==> src/design/ucd_ram.sv <==
`timescale 1ns / 1ps
module ucd_ram #(
  parameter int unsigned Width = 8,
  parameter int unsigned Depth = 256
) (
  input  logic                     clk_i,
  input  logic                     we_i,
  input  logic [$clog2(Depth)-1:0] waddr_i,
  input  logic [Width-1:0]         wdata_i,
  input  logic [$clog2(Depth)-1:0] raddr_i,
  output logic [Width-1:0]         rdata_o
);

  logic [Width-1:0] mem_q [Depth];

  // One write port and one registered read port; a read of the entry being
  // written returns the old data.
  always_ff @(posedge clk_i) begin
    if (we_i) begin
      mem_q[waddr_i] <= wdata_i;
    end
    rdata_o <= mem_q[raddr_i];
  end

endmodule

==> config.mk <==
export PLATFORM = sky130hd
export DESIGN_NAME = ucd_ram
export DESIGN_NICKNAME = d
export VERILOG_FILES = /design/src/design/ucd_ram.sv
export SDC_FILE = /design/constraint.sdc
export NUM_CORES = 2
export LEC_CHECK = 0
export ABC_AREA = 0
export BUFFER_PORTS_ARGS = -buffer_cell sky130_fd_sc_hd__buf_2
export CORE_UTILIZATION = 35
export CTS_CLUSTER_DIAMETER = 120
export DETAILED_ROUTE_END_ITERATION = 8
export PLACE_DENSITY = 0.52
export SYNTH_ARGS = -nofsm -noshare
export SYNTH_HDL_FRONTEND = slang
export SYNTH_SLANG_ARGS = --single-unit
==> constraint.sdc <==
create_clock -name clk_i -period 5.5 [get_ports clk_i]
set_input_delay 1.1 -clock clk_i [delete_from_list [all_inputs] [get_ports clk_i]]
set_output_delay 1.1 -clock clk_i [all_outputs]
set_load 0.03 [all_outputs]
### Word level (Yosys, flattened, before mapping)

Memories as Yosys holds them, arrays and structs flattened. A register that Yosys moved wholly into a read port is not among the register bits.
Index checks and enable logic that the tools add are counted.

* register bits after elaboration: 0
* latch bits: 0
* RAM bits: 2048
* ROM bits: 0
* input bits: 26
* logic and storage cells: 3
* memories: 1

* $add $sub $neg: 0
* multipliers: 0
* divide/modulo/power cells: 0
* order comparisons: 0
* equal/unequal tests: 0
* shifts and indexed selects: 0
* muxes and demuxes: 2
* bitwise gates (word level): 0
* reduce and logical (&&, ||, !) cells: 0

Memories
* mem_q: depth 256, width 8, read ports 1, clocked after memory_dff 1, write ports 1, RTL line 14 `logic [Width-1:0] mem_q [Depth];`

Operator list (count)
* $mux 1: 2

### Logic depth before layout (Yosys ltp)

* depth in word-level cells: 2
* gate-level depth with buffers: 11
* mapped depth without buffers: 6

### Least setup slack after synthesis

No wires, ideal clock.

* kind: input to register
* from: input raddr_i[0]
* to: register rdata_o[2] (read register of mem_q)
* library setup time: 0.131 ns
* data arrival time: 2.907 ns
* data required time: 5.369 ns
* setup slack: 2.462 ns
* stages on the path: 9
* buffers on the path: 4
* cells stage by stage: buf_6 buf_12 buf_8 buf_2 mux4_2 a22oi_1 a21oi_1 nor4_1 nor4_2

RTL lines
* from (decl): RTL line 10 `input logic [$clog2(Depth)-1:0] raddr_i,`
* to (decl): RTL line 11 `output logic [Width-1:0] rdata_o`

==> summary.txt <==
Core Box Area -> 225300 sq um
final instance area -> 90040 sq um
Final nets -> 3910
pwr dens -> 360.3 nW/um^2
Sw Ratio -> 21.92%
largest delay contributor family on the critical path -> simple AND/OR/NAND/NOR gates
postcts setup bufs -> 0
sum of negative setup slack -> 0 ns
detailed placement HPWL -> 130.9 mm
WL/cell -> 30.18 um
Internal -> 25.33 mW
Site Rows -> 174
Max-cap violations -> 0
Max FO, Critical Path -> 30
Max Transition Viols Final -> 0
fin crit share -> 69.30%
Post-synth top flop -> edfxtp_1
top post-synthesis cells by area -> edfxtp_1 (77%), mux4_2 (13%), mux2i_1 (1.7%)
cts repair resizes -> 0
EDFF count, synth -> 2048
Sequential Power Share -> 53.3%
HP Start -> wdata_i[5]
CTS tree -> done
Hold Crit Depth -> 1
IO buf count -> 33
1st-pass router iterations -> 7
Commonest cells post-synth -> edfxtp_1 (2048), mux4_2 (454), nor2_1 (282)
dpl ws -> 0.9471 ns
cell at the slowest stage of the critical path -> nor3_1
peak supply drop -> 0.2773 mV
vias in the first global route -> 39.27k
Final Hold Fails -> 0
Initial Utilization -> 35.31%
ANT nets after route -> 0
# setup viols final -> 0
syn nets -> 3759
CTS root buf -> clkbuf_16
count leader, synth -> edfxtp_1
Logic pwr share -> 5.0%
clock latency on the worst-skew pair -> 0.84 ns
Routed Wire Length -> 213.0 mm
Top-Level Pins -> 34
Tot GR Track Use -> 18.45%
Tightest Pin Transition -> 1.344 ns
Worst EP arrival -> 4.48 ns
worst reg2reg path startpoint -> mem_q[139][4]
worst reg-to-reg path cell count -> 6
Die Ht -> 478.8 um
Leak -> 27.38 nW
worst path cell trace -> buf_8 > buf_12 > buf_12 > mux4_2 > mux4_2 > nor2_1 > a2111oi_1 > nor3_1 > nor4_1
gpl congestion -> 0.8139
die width -> 478.8 um
worst-case clock buffer depth -> 3
mapped cell area -> 79560 sq um
CTS Buf Count -> 202
clock group share of total power -> 41.7%
r2r endpoint -> rdata_o[4]
max_slew headroom -> 9.600%
Min-Delay Endpoint -> mem_q[243][5]
Startpoint Class -> input port
PnR worst setup slack -> 1.688 ns
Psw -> 7.110 mW
#FFs+latches synth -> 2056
max incr delay on CP -> 0.96 ns
outcome -> finished, final reports clean
CP required -> 6.17 ns
final core occ -> 39.96%
worst hold-check path type -> in2reg
crit path time final -> 3.812 ns
post-synthesis instance total -> 3733
async set-reset flop share out of synthesis -> 0%
H-tree depth -> 4
RSZ-0062 raised after global routing -> false
Synth warnings -> 0
Area after DPL -> 83610 sq um
die area -> 229200 sq um
slack of the worst reg-to-reg path -> 2.67 ns
Area Overhead vs Synth -> 13.18%
detailed-route DRC error count -> 0
Via Count -> 38.50k
largest net degree at the start of global routing -> 154
fmax -> 0.2624 GHz
Netlist cell types -> 55
Critical path buffers and inverters -> 3
Synth area leader -> edfxtp_1
clock slew at reported path FFs -> 0.06 ns
WS Path Type -> in2reg
Crit. End Element -> flop
sequential share of the synthesized area -> 77.50%
Synth top area share -> 77.30%
clk sinks -> 2056
initial antenna violation count -> 17
Post-Route Skew -> 0.04999 ns
Initial DRC Count -> 3853
grt ovf -> 0
global-route wire length before repair -> 301.9 mm
fillers -> 19.97k
layout cell share with drive strength beyond 1 -> 22.76%
routed vias/inst -> 5.455
hold buffer count at CTS -> 0
Post-Syn Area per Cell -> 21.31 sq um
## layer usage
metal | up-vias | wire length [um] | global-route usage, %
li1 | 16037 | - | -
met3 | 253 | 13090 | 3.297
met2 | 1234 | 102400 | 29.62
met4 | 2 | 4332 | 4.122
met1 | 20970 | 93080 | 26.19
met5 | - | 13 | 0
## kinds of logic after synthesis
kind of cell	synth area share, %
DFF	77.50
muxes	14.62
and+or+nand+nor	2.628
AOI/OAI and AO/OA	3.419
buffers and inverters	1.831
## metrics by stage
step	hold WS, ns	power (mW)	cells
2_1_floorplan	0.7699	18.48	3733
3_3_place_gp	1.067	19.27	6672
3_5_place_dp	1.064	19.28	6672
4_1_cts	0.7219	32.71	7051
5_1_grt	0.7316	33.34	7055
6_report	0.7530	32.44	7057
## worst max path at each step
stage,startpoint,to,depth (start not counted)
after floorplan,raddr_i[0],rdata_o[2],9
after global routing,raddr_i[0],rdata_o[3],9
after detailed placement,raddr_i[0],rdata_o[4],9
after CTS,raddr_i[3],rdata_o[7],8
after global placement,raddr_i[0],rdata_o[2],8
final,raddr_i[0],rdata_o[4],9
## cell type report
cell class              count  area [sq um]  share of cell area, %
repair buffers            180          1687                  1.873
clock buffers             264          5330                  5.920
clock inverters           115          1080                  1.199
multi-input cells        1442         16520                  18.34
inverters                   2         7.507               0.008338
flip-flops and latches   2056         61660                  68.48
well taps                2992          3744                  4.158
diodes                      6         15.01                0.01668
## cells in the final DEF, fill, tap and decap left out, types with 28 or more instances in the layout
master / netlist / routed
mux4_2: 454 / 454
nor2_1: 282 / 279
nand3_1: 34 / 34
a21oi_1: 96 / 96
clkinv_2: 0 / 28
o22ai_1: 28 / 28
a22oi_1: 133 / 133
clkinv_1: 1 / 55
o221ai_1: 46 / 46
edfxtp_1: 2048 / 2048
nor2b_1: 31 / 28
nand2_1: 33 / 33
clkbuf_16: 0 / 204
mux2i_1: 134 / 134
clkbuf_1: 111 / 60
buf_4: 27 / 124
## flip-flops by register name, summed over array words and instances (netlist names)
name / cells
mem_q: 2048
rdata_o: 8
## power groups by stage
stage / Clock [mW] / Sequential (mW) / Combinational, mW
final: 13.5 / 17.3 / 1.62
after CTS: 13.8 / 17.3 / 1.64
after floorplan: 0 / 17.6 / 0.839
after global routing: 14.3 / 17.3 / 1.70
after detailed placement: 0 / 17.6 / 1.64
after global placement: 0 / 17.6 / 1.63
(Power assumes the default switching activity.)
